--- src/design/fbpa_pkg.sv ---
// Shared types and constants for the fixed block pool allocator.
// Used by the controller, the datapath and the top level; depends on nothing.
`timescale 1ns / 1ps

package fbpa_pkg;

    // Field widths
    localparam int FBPA_ADDR_W    = 32;
    localparam int FBPA_UNIT_W    = 16;
    localparam int FBPA_COUNT_W   = 17;
    localparam int FBPA_CMD_W     = 2;
    localparam int FBPA_STATUS_W  = 3;
    localparam int FBPA_CFG_IDX_W = 2;

    // Largest pool size in blocks; larger max_units values clamp here
    localparam int FBPA_MAX_UNITS = 65536;

    // Default free stack depth
    localparam int FBPA_STACK_DEPTH = 64;

    // Remainder unit: one dividend bit per cycle
    localparam int FBPA_DIV_STEPS = FBPA_ADDR_W;
    localparam int FBPA_DCNT_W    = $clog2(FBPA_DIV_STEPS + 1);

    // Configuration register indexes
    localparam logic [FBPA_CFG_IDX_W-1:0] REG_BASE_ADDRESS = 2'd0;
    localparam logic [FBPA_CFG_IDX_W-1:0] REG_UNIT_SIZE    = 2'd1;
    localparam logic [FBPA_CFG_IDX_W-1:0] REG_MAX_UNITS    = 2'd2;

    // Input commands
    typedef enum logic [FBPA_CMD_W-1:0] {
        CMD_ALLOC = 2'd0,
        CMD_FREE  = 2'd1,
        CMD_RESET = 2'd2
    } cmd_t;

    // Result status codes
    typedef enum logic [FBPA_STATUS_W-1:0] {
        ST_OK          = 3'd0,
        ST_EXHAUSTED   = 3'd1,
        ST_OUT_OF_RANGE = 3'd2,
        ST_MISALIGNED  = 3'd3,
        ST_DOUBLE_FREE = 3'd4,
        ST_STACK_FULL  = 3'd5
    } status_t;

    // State update applied when an item finishes
    typedef enum logic [2:0] {
        OP_NONE       = 3'd0,
        OP_ALLOC_BUMP = 3'd1,
        OP_ALLOC_POP  = 3'd2,
        OP_PUSH       = 3'd3,
        OP_CLEAR      = 3'd4
    } op_t;

    // Controller to datapath commands
    typedef struct packed {
        logic    accept;
        logic    rd_pop;
        logic    div_start;
        logic    div_step;
        logic    search_start;
        logic    search_step;
        logic    fin;
        op_t     op;
        status_t code;
        logic    out_load;
    } dp_cmd_t;

    // Datapath to controller status
    typedef struct packed {
        logic [FBPA_CMD_W-1:0] cmd;
        logic pool_full;
        logic stack_empty;
        logic stack_full;
        logic out_of_range;
        logic div_done;
        logic misaligned;
        logic search_hit;
        logic search_busy;
        logic out_free;
    } dp_stat_t;

endpackage

--- src/design/fbpa_ram.sv ---
// Generic single-port-write, single-port-read RAM with registered read data.
// Holds the free stack; no dependencies.
`timescale 1ns / 1ps

module fbpa_ram #(
    parameter  int WIDTH  = 32,
    parameter  int DEPTH  = 64,
    localparam int ADDR_W = (DEPTH > 1) ? $clog2(DEPTH) : 1
) (
    input  logic              aclk,
    input  logic              wr_en,
    input  logic [ADDR_W-1:0] wr_addr,
    input  logic [WIDTH-1:0]  wr_data,
    input  logic              rd_en,
    input  logic [ADDR_W-1:0] rd_addr,
    output logic [WIDTH-1:0]  rd_data
);

    logic [WIDTH-1:0] mem [DEPTH];

    // Write port
    always_ff @(posedge aclk) begin
        if (wr_en) begin
            mem[wr_addr] <= wr_data;
        end
    end

    // Registered read port
    always_ff @(posedge aclk) begin
        if (rd_en) begin
            rd_data <= mem[rd_addr];
        end
    end

endmodule

--- src/design/fbpa_ctrl.sv ---
// Sequencing state machine for the fixed block pool allocator.
// Depends on fbpa_pkg; drives the datapath through dp_cmd_t and reads dp_stat_t.
`timescale 1ns / 1ps

module fbpa_ctrl import fbpa_pkg::*; (
    input  logic     aclk,
    input  logic     aresetn,
    input  logic     s_valid,
    output logic     s_ready,
    input  dp_stat_t st,
    output dp_cmd_t  ctl
);

    typedef enum logic [6:0] {
        S_IDLE   = 7'b0000001,
        S_DECODE = 7'b0000010,
        S_POP    = 7'b0000100,
        S_DIV    = 7'b0001000,
        S_SEARCH = 7'b0010000,
        S_RESULT = 7'b0100000,
        S_SPARE  = 7'b1000000
    } state_t;

    state_t state_reg;
    state_t state_next;

    assign s_ready = (state_reg == S_IDLE);

    // Next state and datapath commands
    always_comb begin
        state_next = state_reg;
        ctl        = '0;
        ctl.op     = OP_NONE;
        ctl.code   = ST_OK;
        case (state_reg)
            S_IDLE: begin
                if (s_valid) begin
                    ctl.accept = 1'b1;
                    state_next = S_DECODE;
                end
            end
            S_DECODE: begin
                case (st.cmd)
                    CMD_ALLOC: begin
                        if (st.pool_full) begin
                            ctl.fin    = 1'b1;
                            ctl.code   = ST_EXHAUSTED;
                            state_next = S_RESULT;
                        end else if (!st.stack_empty) begin
                            ctl.rd_pop = 1'b1;
                            state_next = S_POP;
                        end else begin
                            ctl.fin    = 1'b1;
                            ctl.op     = OP_ALLOC_BUMP;
                            state_next = S_RESULT;
                        end
                    end
                    CMD_FREE: begin
                        if (st.out_of_range) begin
                            ctl.fin    = 1'b1;
                            ctl.code   = ST_OUT_OF_RANGE;
                            state_next = S_RESULT;
                        end else begin
                            ctl.div_start = 1'b1;
                            state_next    = S_DIV;
                        end
                    end
                    CMD_RESET: begin
                        ctl.fin    = 1'b1;
                        ctl.op     = OP_CLEAR;
                        state_next = S_RESULT;
                    end
                    default: begin
                        ctl.fin    = 1'b1;
                        state_next = S_RESULT;
                    end
                endcase
            end
            S_POP: begin
                // Popped entry is on the RAM read port now
                ctl.fin    = 1'b1;
                ctl.op     = OP_ALLOC_POP;
                state_next = S_RESULT;
            end
            S_DIV: begin
                if (!st.div_done) begin
                    ctl.div_step = 1'b1;
                end else if (st.misaligned) begin
                    ctl.fin    = 1'b1;
                    ctl.code   = ST_MISALIGNED;
                    state_next = S_RESULT;
                end else begin
                    ctl.search_start = 1'b1;
                    state_next       = S_SEARCH;
                end
            end
            S_SEARCH: begin
                if (st.search_hit) begin
                    ctl.fin    = 1'b1;
                    ctl.code   = ST_DOUBLE_FREE;
                    state_next = S_RESULT;
                end else if (st.search_busy) begin
                    ctl.search_step = 1'b1;
                end else if (st.stack_full) begin
                    ctl.fin    = 1'b1;
                    ctl.code   = ST_STACK_FULL;
                    state_next = S_RESULT;
                end else begin
                    ctl.fin    = 1'b1;
                    ctl.op     = OP_PUSH;
                    state_next = S_RESULT;
                end
            end
            S_RESULT: begin
                // Hand the result to the output register once it is free
                if (st.out_free) begin
                    ctl.out_load = 1'b1;
                    state_next   = S_IDLE;
                end
            end
            default: begin
                state_next = S_IDLE;
            end
        endcase
    end

    always_ff @(posedge aclk) begin
        if (!aresetn) begin
            state_reg <= S_IDLE;
        end else begin
            state_reg <= state_next;
        end
    end

endmodule

--- src/design/fbpa_dp.sv ---
// Datapath of the fixed block pool allocator: configuration, counters, range
// multiplier, remainder unit, free stack RAM and output register.
// Depends on fbpa_pkg and fbpa_ram; commanded by fbpa_ctrl.
`timescale 1ns / 1ps

module fbpa_dp import fbpa_pkg::*; #(
    parameter  int FREE_STACK_DEPTH = FBPA_STACK_DEPTH,
    localparam int FILL_W = $clog2(FREE_STACK_DEPTH + 1),
    localparam int RAM_AW = (FREE_STACK_DEPTH > 1) ? $clog2(FREE_STACK_DEPTH) : 1
) (
    input  logic                      aclk,
    input  logic                      aresetn,
    input  dp_cmd_t                   ctl,
    output dp_stat_t                  st,
    input  logic [FBPA_CMD_W-1:0]     s_cmd,
    input  logic [FBPA_ADDR_W-1:0]    s_address,
    input  logic                      cfg_valid,
    output logic                      cfg_ready,
    input  logic [FBPA_CFG_IDX_W-1:0] cfg_index,
    input  logic [FBPA_ADDR_W-1:0]    cfg_data,
    output logic                      m_valid,
    input  logic                      m_ready,
    output logic [FBPA_ADDR_W-1:0]    m_block_address,
    output logic [FBPA_STATUS_W-1:0]  m_status,
    output logic [FBPA_COUNT_W-1:0]   m_used_count,
    output logic [FILL_W-1:0]         m_free_count,
    output logic                      m_pool_full,
    output logic [FBPA_COUNT_W-1:0]   m_peak_used,
    output logic [FILL_W-1:0]         m_peak_free
);

    localparam int SPAN_W = FBPA_COUNT_W + FBPA_UNIT_W;
    localparam logic [FILL_W-1:0] FILL_MAX = FILL_W'(FREE_STACK_DEPTH);

    // Configuration
    logic [FBPA_ADDR_W-1:0]  base_reg;
    logic [FBPA_UNIT_W-1:0]  unit_reg;
    logic [FBPA_COUNT_W-1:0] max_reg;
    logic [FBPA_UNIT_W-1:0]  eff_unit;
    logic [FBPA_COUNT_W-1:0] eff_max;

    // Captured item and range check
    logic [FBPA_CMD_W-1:0]   cmd_reg;
    logic [FBPA_ADDR_W-1:0]  addr_reg;
    logic [FBPA_ADDR_W-1:0]  off_reg;
    logic                    below_reg;
    logic [SPAN_W-1:0]       span_reg;

    // Pool state
    logic [FBPA_COUNT_W-1:0] used_reg, used_next;
    logic [FILL_W-1:0]       fill_reg, fill_next;
    logic [FBPA_ADDR_W-1:0]  bump_reg, bump_next;
    logic [FBPA_COUNT_W-1:0] peak_used_reg, peak_used_next;
    logic [FILL_W-1:0]       peak_free_reg, peak_free_next;
    logic [FILL_W-1:0]       fill_dec;
    logic                    pool_full;

    // Remainder unit
    logic [FBPA_UNIT_W-1:0]  rem_reg, rem_next;
    logic [FBPA_ADDR_W-1:0]  dvd_reg;
    logic [FBPA_DCNT_W-1:0]  dcnt_reg;
    logic [FBPA_UNIT_W:0]    rem_trial;
    logic [FBPA_UNIT_W:0]    rem_sub;

    // Double free search
    logic [FILL_W-1:0]       idx_reg;
    logic                    cmp_valid_reg;
    logic                    search_more;

    // Free stack RAM
    logic                    ram_wr_en;
    logic                    ram_rd_en;
    logic [RAM_AW-1:0]       ram_rd_addr;
    logic [FBPA_ADDR_W-1:0]  ram_rd_data;

    // Finished result awaiting the output register
    logic [FBPA_STATUS_W-1:0] res_status_reg;
    logic [FBPA_ADDR_W-1:0]   res_block_reg, res_block_next;

    // Output register
    logic                     m_valid_reg;
    logic [FBPA_ADDR_W-1:0]   m_block_reg;
    logic [FBPA_STATUS_W-1:0] m_status_reg;
    logic [FBPA_COUNT_W-1:0]  m_used_reg;
    logic [FILL_W-1:0]        m_free_reg;
    logic                     m_full_reg;
    logic [FBPA_COUNT_W-1:0]  m_peak_used_reg;
    logic [FILL_W-1:0]        m_peak_free_reg;

    // Clamp the configuration to its usable range
    assign eff_unit  = (unit_reg == '0) ? FBPA_UNIT_W'(1) : unit_reg;
    assign eff_max   = (max_reg > FBPA_COUNT_W'(FBPA_MAX_UNITS)) ?
                       FBPA_COUNT_W'(FBPA_MAX_UNITS) : max_reg;
    assign pool_full = (used_reg >= eff_max);
    assign cfg_ready = 1'b1;

    // Configuration writes; unknown indexes are dropped
    always_ff @(posedge aclk) begin
        if (!aresetn) begin
            base_reg <= '0;
            unit_reg <= FBPA_UNIT_W'(1);
            max_reg  <= '0;
        end else if (cfg_valid) begin
            case (cfg_index)
                REG_BASE_ADDRESS: base_reg <= cfg_data;
                REG_UNIT_SIZE:    unit_reg <= cfg_data[FBPA_UNIT_W-1:0];
                REG_MAX_UNITS:    max_reg  <= cfg_data[FBPA_COUNT_W-1:0];
                default:          ;
            endcase
        end
    end

    // Capture the item, its offset into the region and the region span
    always_ff @(posedge aclk) begin
        if (ctl.accept) begin
            cmd_reg   <= s_cmd;
            addr_reg  <= s_address;
            off_reg   <= s_address - base_reg;
            below_reg <= (s_address < base_reg);
            span_reg  <= SPAN_W'(eff_max) * SPAN_W'(eff_unit);
        end
    end

    // Remainder of the offset by the block size, one dividend bit per cycle
    assign rem_trial = {rem_reg, dvd_reg[FBPA_ADDR_W-1]};
    assign rem_sub   = rem_trial - {1'b0, eff_unit};
    assign rem_next  = (rem_trial >= {1'b0, eff_unit}) ?
                       rem_sub[FBPA_UNIT_W-1:0] : rem_trial[FBPA_UNIT_W-1:0];

    always_ff @(posedge aclk) begin
        if (!aresetn) begin
            dcnt_reg <= '0;
        end else if (ctl.div_start) begin
            dcnt_reg <= FBPA_DCNT_W'(FBPA_DIV_STEPS);
        end else if (ctl.div_step) begin
            dcnt_reg <= dcnt_reg - FBPA_DCNT_W'(1);
        end
    end

    always_ff @(posedge aclk) begin
        if (ctl.div_start) begin
            rem_reg <= '0;
            dvd_reg <= off_reg;
        end else if (ctl.div_step) begin
            rem_reg <= rem_next;
            dvd_reg <= {dvd_reg[FBPA_ADDR_W-2:0], 1'b0};
        end
    end

    // Walk the stack one entry a cycle; compare each entry on the registered RAM read data
    assign search_more = (idx_reg < fill_reg);

    always_ff @(posedge aclk) begin
        if (!aresetn) begin
            idx_reg       <= '0;
            cmp_valid_reg <= 1'b0;
        end else if (ctl.search_start) begin
            idx_reg       <= '0;
            cmp_valid_reg <= 1'b0;
        end else if (ctl.search_step) begin
            cmp_valid_reg <= search_more;
            if (search_more) begin
                idx_reg <= idx_reg + FILL_W'(1);
            end
        end
    end

    // Free stack RAM: push at the fill level, pop just below it
    assign fill_dec    = fill_reg - FILL_W'(1);
    assign ram_wr_en   = ctl.fin && (ctl.op == OP_PUSH);
    assign ram_rd_en   = ctl.rd_pop || (ctl.search_step && search_more);
    assign ram_rd_addr = ctl.rd_pop ? fill_dec[RAM_AW-1:0] : idx_reg[RAM_AW-1:0];

    fbpa_ram #(
        .WIDTH (FBPA_ADDR_W),
        .DEPTH (FREE_STACK_DEPTH)
    ) u_free_stack (
        .aclk    (aclk),
        .wr_en   (ram_wr_en),
        .wr_addr (fill_reg[RAM_AW-1:0]),
        .wr_data (addr_reg),
        .rd_en   (ram_rd_en),
        .rd_addr (ram_rd_addr),
        .rd_data (ram_rd_data)
    );

    // Pool state update for the finishing item
    always_comb begin
        used_next      = used_reg;
        fill_next      = fill_reg;
        bump_next      = bump_reg;
        res_block_next = '0;
        case (ctl.op)
            OP_ALLOC_BUMP: begin
                used_next      = used_reg + FBPA_COUNT_W'(1);
                res_block_next = base_reg + bump_reg;
                bump_next      = bump_reg + FBPA_ADDR_W'(eff_unit);
            end
            OP_ALLOC_POP: begin
                used_next      = used_reg + FBPA_COUNT_W'(1);
                fill_next      = fill_dec;
                res_block_next = ram_rd_data;
            end
            OP_PUSH: begin
                fill_next = fill_reg + FILL_W'(1);
                if (used_reg != '0) begin
                    used_next = used_reg - FBPA_COUNT_W'(1);
                end
            end
            OP_CLEAR: begin
                used_next = '0;
                fill_next = '0;
                bump_next = '0;
            end
            default: ;
        endcase
        peak_used_next = (used_next > peak_used_reg) ? used_next : peak_used_reg;
        peak_free_next = (fill_next > peak_free_reg) ? fill_next : peak_free_reg;
    end

    always_ff @(posedge aclk) begin
        if (!aresetn) begin
            used_reg      <= '0;
            fill_reg      <= '0;
            bump_reg      <= '0;
            peak_used_reg <= '0;
            peak_free_reg <= '0;
        end else if (ctl.fin) begin
            used_reg      <= used_next;
            fill_reg      <= fill_next;
            bump_reg      <= bump_next;
            peak_used_reg <= peak_used_next;
            peak_free_reg <= peak_free_next;
        end
    end

    always_ff @(posedge aclk) begin
        if (ctl.fin) begin
            res_status_reg <= ctl.code;
            res_block_reg  <= res_block_next;
        end
    end

    // Output register; counts are sampled after the update has landed
    always_ff @(posedge aclk) begin
        if (!aresetn) begin
            m_valid_reg <= 1'b0;
        end else if (ctl.out_load) begin
            m_valid_reg <= 1'b1;
        end else if (m_ready) begin
            m_valid_reg <= 1'b0;
        end
    end

    always_ff @(posedge aclk) begin
        if (ctl.out_load) begin
            m_block_reg     <= res_block_reg;
            m_status_reg    <= res_status_reg;
            m_used_reg      <= used_reg;
            m_free_reg      <= fill_reg;
            m_full_reg      <= pool_full;
            m_peak_used_reg <= peak_used_reg;
            m_peak_free_reg <= peak_free_reg;
        end
    end

    assign m_valid         = m_valid_reg;
    assign m_block_address = m_block_reg;
    assign m_status        = m_status_reg;
    assign m_used_count    = m_used_reg;
    assign m_free_count    = m_free_reg;
    assign m_pool_full     = m_full_reg;
    assign m_peak_used     = m_peak_used_reg;
    assign m_peak_free     = m_peak_free_reg;

    // Status back to the controller
    always_comb begin
        st              = '0;
        st.cmd          = cmd_reg;
        st.pool_full    = pool_full;
        st.stack_empty  = (fill_reg == '0);
        st.stack_full   = (fill_reg == FILL_MAX);
        st.out_of_range = below_reg || ({1'b0, off_reg} >= span_reg);
        st.div_done     = (dcnt_reg == '0);
        st.misaligned   = (rem_reg != '0);
        st.search_hit   = cmp_valid_reg && (ram_rd_data == addr_reg);
        st.search_busy  = search_more || cmp_valid_reg;
        st.out_free     = !m_valid_reg || m_ready;
    end

    // Never push onto a full stack
    a_push_not_full: assert property (@(posedge aclk) disable iff (!aresetn)
        (ctl.fin && ctl.op == OP_PUSH) |-> (fill_reg != FILL_MAX))
        else $error("push issued with the free stack full");

    // Never pop an empty stack
    a_pop_not_empty: assert property (@(posedge aclk) disable iff (!aresetn)
        ctl.rd_pop |-> (fill_reg != '0))
        else $error("pop issued with the free stack empty");

    // A bump allocation raises the used count by exactly one
    a_bump_count: assert property (@(posedge aclk) disable iff (!aresetn)
        (ctl.fin && ctl.op == OP_ALLOC_BUMP) |=>
        (used_reg == $past(used_reg) + FBPA_COUNT_W'(1)))
        else $error("used count did not advance on allocate");

    // Peaks track the live counts
    a_peaks: assert property (@(posedge aclk) disable iff (!aresetn)
        (peak_used_reg >= used_reg) && (peak_free_reg >= fill_reg))
        else $error("peak statistic below the live count");

endmodule

--- src/design/fixed_block_pool_allocator.sv ---
// Fixed-size block pool allocator. Each item is one command: allocate, free an
// address, or reset the pool; each item gives exactly one result. An allocate
// takes its block from the bump pointer, or pops the free stack when it holds an
// entry, and the pop waits on the registered RAM read. Pool reset, an exhausted
// allocate, an out-of-range free and the unused command finish straight from
// decode. A free inside the region runs the bit-serial alignment remainder first.
// An aligned free then searches the free stack for a double free over the single
// read port of the free stack RAM, one entry a cycle, and stops early when a
// double free hits. A finished result waits for the output register to free up.
// The next item is accepted while a finished result still waits in the output
// register. Configuration writes are taken at any time but must only be issued
// while the block is idle. The free stack RAM needs no clearing after reset.
// Depends on fbpa_pkg, fbpa_ctrl, fbpa_dp and fbpa_ram.
`timescale 1ns / 1ps

module fixed_block_pool_allocator import fbpa_pkg::*; #(
    parameter  int FREE_STACK_DEPTH = FBPA_STACK_DEPTH,
    localparam int FILL_W = $clog2(FREE_STACK_DEPTH + 1)
) (
    input  logic                      aclk,
    input  logic                      aresetn,
    // Command input
    input  logic                      s_valid,
    output logic                      s_ready,
    input  logic [FBPA_CMD_W-1:0]     s_cmd,
    input  logic [FBPA_ADDR_W-1:0]    s_address,
    // Result output
    output logic                      m_valid,
    input  logic                      m_ready,
    output logic [FBPA_ADDR_W-1:0]    m_block_address,
    output logic [FBPA_STATUS_W-1:0]  m_status,
    output logic [FBPA_COUNT_W-1:0]   m_used_count,
    output logic [FILL_W-1:0]         m_free_count,
    output logic                      m_pool_full,
    output logic [FBPA_COUNT_W-1:0]   m_peak_used,
    output logic [FILL_W-1:0]         m_peak_free,
    // Configuration writes
    input  logic                      cfg_valid,
    output logic                      cfg_ready,
    input  logic [FBPA_CFG_IDX_W-1:0] cfg_index,
    input  logic [FBPA_ADDR_W-1:0]    cfg_data
);

    dp_cmd_t  ctl;
    dp_stat_t st;

    fbpa_ctrl u_ctrl (
        .aclk    (aclk),
        .aresetn (aresetn),
        .s_valid (s_valid),
        .s_ready (s_ready),
        .st      (st),
        .ctl     (ctl)
    );

    fbpa_dp #(
        .FREE_STACK_DEPTH (FREE_STACK_DEPTH)
    ) u_dp (
        .aclk            (aclk),
        .aresetn         (aresetn),
        .ctl             (ctl),
        .st              (st),
        .s_cmd           (s_cmd),
        .s_address       (s_address),
        .cfg_valid       (cfg_valid),
        .cfg_ready       (cfg_ready),
        .cfg_index       (cfg_index),
        .cfg_data        (cfg_data),
        .m_valid         (m_valid),
        .m_ready         (m_ready),
        .m_block_address (m_block_address),
        .m_status        (m_status),
        .m_used_count    (m_used_count),
        .m_free_count    (m_free_count),
        .m_pool_full     (m_pool_full),
        .m_peak_used     (m_peak_used),
        .m_peak_free     (m_peak_free)
    );

endmodule

--- config.mk ---
export PLATFORM = sky130hd
export DESIGN_NAME = fixed_block_pool_allocator
export DESIGN_NICKNAME = d
export VERILOG_FILES = /design/src/design/fbpa_pkg.sv /design/src/design/fbpa_ram.sv /design/src/design/fbpa_ctrl.sv /design/src/design/fbpa_dp.sv /design/src/design/fixed_block_pool_allocator.sv
export SDC_FILE = /design/constraint.sdc
export NUM_CORES = 2
export LEC_CHECK = 0
export BUFFER_PORTS_ARGS = -buffer_cell sky130_fd_sc_hd__buf_2
export CAP_MARGIN = 20
export CORE_MARGIN = 10
export CORE_UTILIZATION = 38
export CTS_BUF_LIST = sky130_fd_sc_hd__clkbuf_4 sky130_fd_sc_hd__clkbuf_8 sky130_fd_sc_hd__clkbuf_16
export CTS_CLUSTER_DIAMETER = 60
export DETAILED_ROUTE_END_ITERATION = 8
export GPL_TIMING_DRIVEN = 1
export SYNTH_ARGS = -nofsm -noshare
export SYNTH_HDL_FRONTEND = slang
export SYNTH_SLANG_ARGS = --single-unit
--- constraint.sdc ---
create_clock -name aclk -period 9.6 [get_ports aclk]
set_input_delay 0.48 -clock aclk [delete_from_list [all_inputs] [get_ports aclk]]
set_output_delay 0.48 -clock aclk [all_outputs]
set_load 0.005 [all_outputs]
# [Word level (Yosys, flattened, before mapping)]
# Memories as Yosys holds them, arrays and structs flattened. A register that Yosys moved wholly into a read port is not among the register bits.
# Index checks and enable logic that the tools add are counted.
[word_totals] regBits=434 ram_bits=2048 inputBits=73 output_inout_bits=87 word_cells=167 memories=1
[mem_list] name="u_dp.u_free_stack.mem" words=64 word_bits=32 read_ports=1 rd_clocked_by_memory_dff=1 write_ports=1 line="fbpa_ram.sv:19" source="logic [WIDTH-1:0] mem [DEPTH];"
[classes] add_sub_neg=10 multipliers=1 magnitude_cmp=8 eq_ne=20 mux=67 n_bitwise=1 reduce_logical=29
[ops] op="32-bit one-hot mux with 2 select lines" count=2
[ops] op="32-bit 2-to-1 mux" count=2
[ops] op="17-bit one-hot mux with 3 select lines" count=1
[ops] op="6-bit 2-to-1 mux" count=7
[ops] op="7-bit 2-to-1 mux" count=6
[ops] op="7-bit one-hot mux with 6 select lines" count=1
[ops] op="17-bit 2-to-1 mux" count=2
[ops] op="32-bit by 33-bit greater-or-equal comparator with 1-bit output" count=1
[ops] op="17-bit by 16-bit multiplier with 33-bit output" count=1
[ops] op="32-bit by 16-bit adder with 32-bit output" count=1
[ops] op="32-bit adder" count=1
[ops] op="32-bit equality test" count=1
[ops] op="32-bit less-than comparator" count=1
[ops] op="16-bit 2-to-1 mux" count=2
[ops] op="32-bit subtractor" count=1
[ops] op="1-bit 2-to-1 mux" count=25
[ops] op="7-bit one-hot mux with 3 select lines" count=1
[ops] op="3-bit one-hot mux with 3 select lines" count=2
[ops] op="17-bit by 1-bit adder with 17-bit output (second input constant)" count=1
[ops] op="17-bit by 16-bit greater-or-equal comparator with 1-bit output" count=1
[ops] op="17-bit greater-or-equal comparator" count=1
[ops] op="17-bit > comparator" count=1
[ops] op="17-bit > comparator (second input constant)" count=1
[ops] op="17-bit nonzero test" count=1
[ops] op="other kinds (43)" count=72

# [Depth between registers and ports, before layout]
[depth] depth_word=11 mapped_depth=31 mapped_depth_nobuf=29

# [Hierarchy]
# A second synthesis with hierarchy kept.
[hier_totals] hier_cells=6871 area_unflattened_um2=111903.6
[modules_own_cells] mod="fbpa_ram" n_inst=1 cells_each=3323 area_each_um2=78823.1 seq_area_each_um2=62459.9
[modules_own_cells] mod="fbpa_dp" n_inst=1 cells_each=3482 area_each_um2=32545.0 seq_area_each_um2=11060.6
[modules_own_cells] mod="fbpa_ctrl" n_inst=1 cells_each=66 area_each_um2=535.5 seq_area_each_um2=120.1

# [Worst setup path after synthesis]
# No wires, ideal clock.
[synth_timing] path_type="reg2reg" from="reg u_dp.max_reg[3]" to="reg u_dp.span_reg[31] (data pin)" setup_time_ns=0.265 arrival_time_ns=6.702 setup_slack_ns=2.633 path_stages_with_launch=30 n_path_buf=2 path_cell_list="dfxtp_1 -> nor4_1 -> a41o_1 -> clkbuf_1 -> and2_0 -> clkbuf_1 -> nand2_1 -> fa_1 -> inv_1 -> fa_1 -> inv_1 -> fa_1 -> inv_1 -> fa_1 -> inv_1 -> fa_1 -> inv_1 -> fa_1 -> ha_1 -> and3_1 -> nand3_1 -> a2bb2oi_1 -> o2111ai_1 -> and3_1 -> o21a_1 -> o21ai_0 -> a21oi_1 -> a21oi_1 -> o21ai_0 -> xor2_1"
[synth_via] elab_chain_cells=3
[synth_lines] item="start: declaration" line="fbpa_dp.sv:38" source="logic [FBPA_COUNT_W-1:0] max_reg;"
[synth_lines] item="start signal: assignment" line="fbpa_dp.sv:107" source="REG_MAX_UNITS: max_reg <= cfg_data[FBPA_COUNT_W-1:0];"
[synth_lines] item="17-bit > comparator" line="fbpa_dp.sv:92" source="assign eff_max = (max_reg > FBPA_COUNT_W'(FBPA_MAX_UNITS)) ?"
[synth_lines] item="17-bit 2-to-1 mux *" line="fbpa_dp.sv:92"
[synth_lines] item="17-bit by 16-bit multiplier with 33-bit output *" line="fbpa_dp.sv:120" source="span_reg <= SPAN_W'(eff_max) * SPAN_W'(eff_unit);"
[synth_lines] item="end signal: assignment" line="fbpa_dp.sv:120"
[synth_lines] item="end: declaration" line="fbpa_dp.sv:47" source="logic [SPAN_W-1:0] span_reg;"
# Mark *: on every way between the ends. The rest lies on a longest branch, timed or not.
# A chain may end at the register's enable or synchronous reset.

# [Final worst setup path]
[layout_timing] from="reg u_dp.max_reg[11]" to="reg u_dp.span_reg[32] (data pin)"
# The elaborated chain is that of the path after synthesis.

==> results.yml <==
sta:
  hold_violations: 0
  fmax_mhz: 120.0
  worstMarginPinSlew_ps: 1236
  drv_slew: 0
  rsz0062_at_grt: "false"
  final.setup.tns_ps: 0
  post-route-min-period_ps: 8335
  whs_ps: 44.79
  setup_violations: 0
  min_period_over_period_pct: 86.83
  worst_clock_skew_ps: 77.21
  relSlewSlack_pct: 16.85
floorplan:
  rows: 198
  die_w_um: 560.2
  die-area_mm2: 0.3138
  die_h_um: 560.2
  pin_count: 160
  core_area_mm2: 0.2908
  initial_core_util_pct: 38.13
power_and_ir_drop:
  p_comb_share_pct: 7.2
  powerDensity_mw_per_mm2: 197.9
  switching_share_pct: 23.15
  p_leak_nw: 41.28
  clock_power_share_pct: 41.5
  irDropWorstVdd_v: 0.0001565
  power_frac_seq_pct: 51.2
  power_switching_mw: 5.836
  p_int_mw: 19.38
drt:
  drt_iter0_drc: 6859
  viasPerCell: 5.556
  wl_per_cell_um: 27.25
  vias: 66650
  final_antenna_net_count: 0
  drt_first_pass_iters: 6
  drt_wl_total_um: 326900
  drc_errors: 0
clocking:
  cts_tree: "built"
  cts_buffers: 279
  htreeDepth: 5
  cts_sinks: 2513
  clkLatencyLatePin_ps: 880
  clk_pin_slew_worst_paths_ps: 60
  cts_resized: 0
  root_buffer: "clkbuf_16"
  cts_buffer_depth: 4
global_routing:
  grtUsageTotal_pct: 19.99
  grt_pass1_vias: 66200
  grt_pass1_wl_um: 466000
  overflow: 0
  antenna_found_initial: 12
  grt_max_degree: 101
synth:
  synthesis.nets: 8089
  synth_edf_count: 2331
  netlist-cell-type-count: 81
  synth_area_mm2: 0.1109
  synth_area_leaders: "edfxtp_1, mux2i_1, fa_1, dfxtp_1, ha_1"
  synth_top_area_share_pct: 63.12
  synth.most_common_cell: "edfxtp_1"
  synth_top_cell_by_area: "edfxtp_1"
  syn_area_per_cell_um2: 14.75
  ys_ff_latch: 2513
  synth_warnings: 0
  ys.flop_type: "edfxtp_1"
  ys_seq_area_share_pct: 66.41
  synthCells: 7519
  ys_async_sr_fraction_pct: 0
  synth_common_cells: "edfxtp_1, mux2i_1, o22ai_1"
placed_design:
  gp_congestion: 0.8698
  dp_cells: 11440
  port_buffers: 158
  place_area_mm2: 0.1178
  hpwl_um: 194600
setup_path:
  crit_required_ps: 10210
  reg2reg_to: "u_dp.span_reg[32]"
  startpoint: "u_dp.max_reg[11]"
  regToRegStartpoint: "u_dp.max_reg[11]"
  cp_max_fo: 14
  reg2reg_slack_ps: 1260
  crit_end: "u_dp.span_reg[32]"
  worst_r2r_path_depth: 26
  worstSetupPathType: "reg2reg"
  cp.arrival_ps: 8950
  cp-start-kind: "flop"
  worstSetupEndpointType: "flop"
final_layout:
  layout-drive-gt1-share_pct: 11.95
  final_core_util_pct: 43.79
  largest_reg_flops: 2048
  final_cells: 12000
  final_nets: 8455
  syn_to_final_growth_pct: 14.86
  ff_latch_area_mm2: 0.07364
  multi_input_area_mm2: 0.03467
  fin_area_mm2: 0.1274
  fillers: 25810
run:
  maxCapViolCount: 0
hold_path:
  hold_path_startpoint: "s_valid"
  worstHoldPathType: "in2reg"
status:
  status: "completed"
[area by class of cell]
| class | instances | share of cell area, % |
|---|---|---|
| diodes | 7 | 0.01375 |
| clock buffers | 337 | 5.929 |
| clock inverters | 149 | 1.063 |
| inverters | 415 | 1.223 |
| multi-input cells | 4211 | 27.22 |
| flip-flops and latches | 2513 | 57.81 |
| well taps | 3900 | 3.831 |
| repair buffers | 465 | 2.904 |
[worst min path at each step]
stage / slack, ps / endpoint / cells past startpoint
2_1_floorplan: 400 / u_dp.m_block_address[0] / 0
5_1_grt: 30 / u_dp.addr_reg[16] / 1
3_3_place_gp: 410 / u_dp.m_block_address[13] / 0
3_5_place_dp: 400 / u_dp.m_block_address[28] / 0
4_1_cts: 2 / u_dp.base_reg[16] / 3
6_report: 40 / u_ctrl.state_reg[0] / 2
[stage by stage]
stage | power, mW | worst slack, ps
final | 25.21 | 1265
after global routing | 25.98 | 942.0
after CTS | 25.36 | 1427
after detailed placement | 14.93 | 1423
after global placement | 14.85 | 1523
after floorplan | 14.04 | 2633
[placed cells by master, fill, tap and decap left out, types with 146 or more instances in the layout]
cell,n
a21oi_1,146
buf_2,158
buf_4,207
clkbuf_16,286
dfxtp_1,182
edfxtp_1,2331
fa_1,212
ha_1,285
inv_1,410
mux2i_1,1058
nand2_1,497
nor2_1,218
o22ai_1,533
[power by group through the flow]
stage	combinational (mW)	sequential, mW	clock [mW]
2_1_floorplan	0.604	13.4	0
3_3_place_gp	1.72	13.1	0
3_5_place_dp	1.79	13.1	0
4_1_cts	1.81	12.9	10.6
5_1_grt	1.96	12.9	11.1
6_report	1.82	12.9	10.5
[routing by layer]
metal  wire, µm  part of all wire [%]  up-vias  GRT usage [%]
met1     135200                    41    34190          26.75
met5         27                0.0083        -              0
met4      15300                   4.7        4          8.357
met2     151400                    46     2653          32.32
met3      24980                   7.6      560          3.365
li1           -                     -    29250              -
[cells by family after synthesis]
group,count (synthesis),synth area share [%]
adder cells (fa/ha/maj),497,7.043
XOR/XNOR,163,1.287
multiplexers,1091,9.884
AO/OA/AOI/OAI,1180,6.894
flip-flops,2513,66.41
buffers and inverters,795,2.966
other,1,0.003382
AND/OR/NAND/NOR,1279,5.516
[critical path, cell delays in order (launching register included)]
cell      delay (ps)
dfxtp_1          320
nor4_1           510
a41o_1           470
and2_0           860
nand2_1          190
fa_1             550
inv_1             60
fa_1             530
inv_1             50
fa_1             500
inv_1             50
fa_1             540
inv_1             50
fa_1             470
inv_1             50
fa_1             430
ha_1             380
and3_1           180
o311ai_0         230
o21ai_0          530
a311o_1          310
nand2_1          100
o211a_1          260
a21oi_1          180
o21a_1           140
nor2_1            40
xnor2_1          110
[repair_timing]
item | 4_1_cts | 5_1_grt
setup buffers | 0 | 0
hold buffers | 63 | 0
hold endpoints to repair | 87 | 0
endpoints found under the setup margin | 0 | 0
No activity file was read; power rests on OpenSTA's default activity.
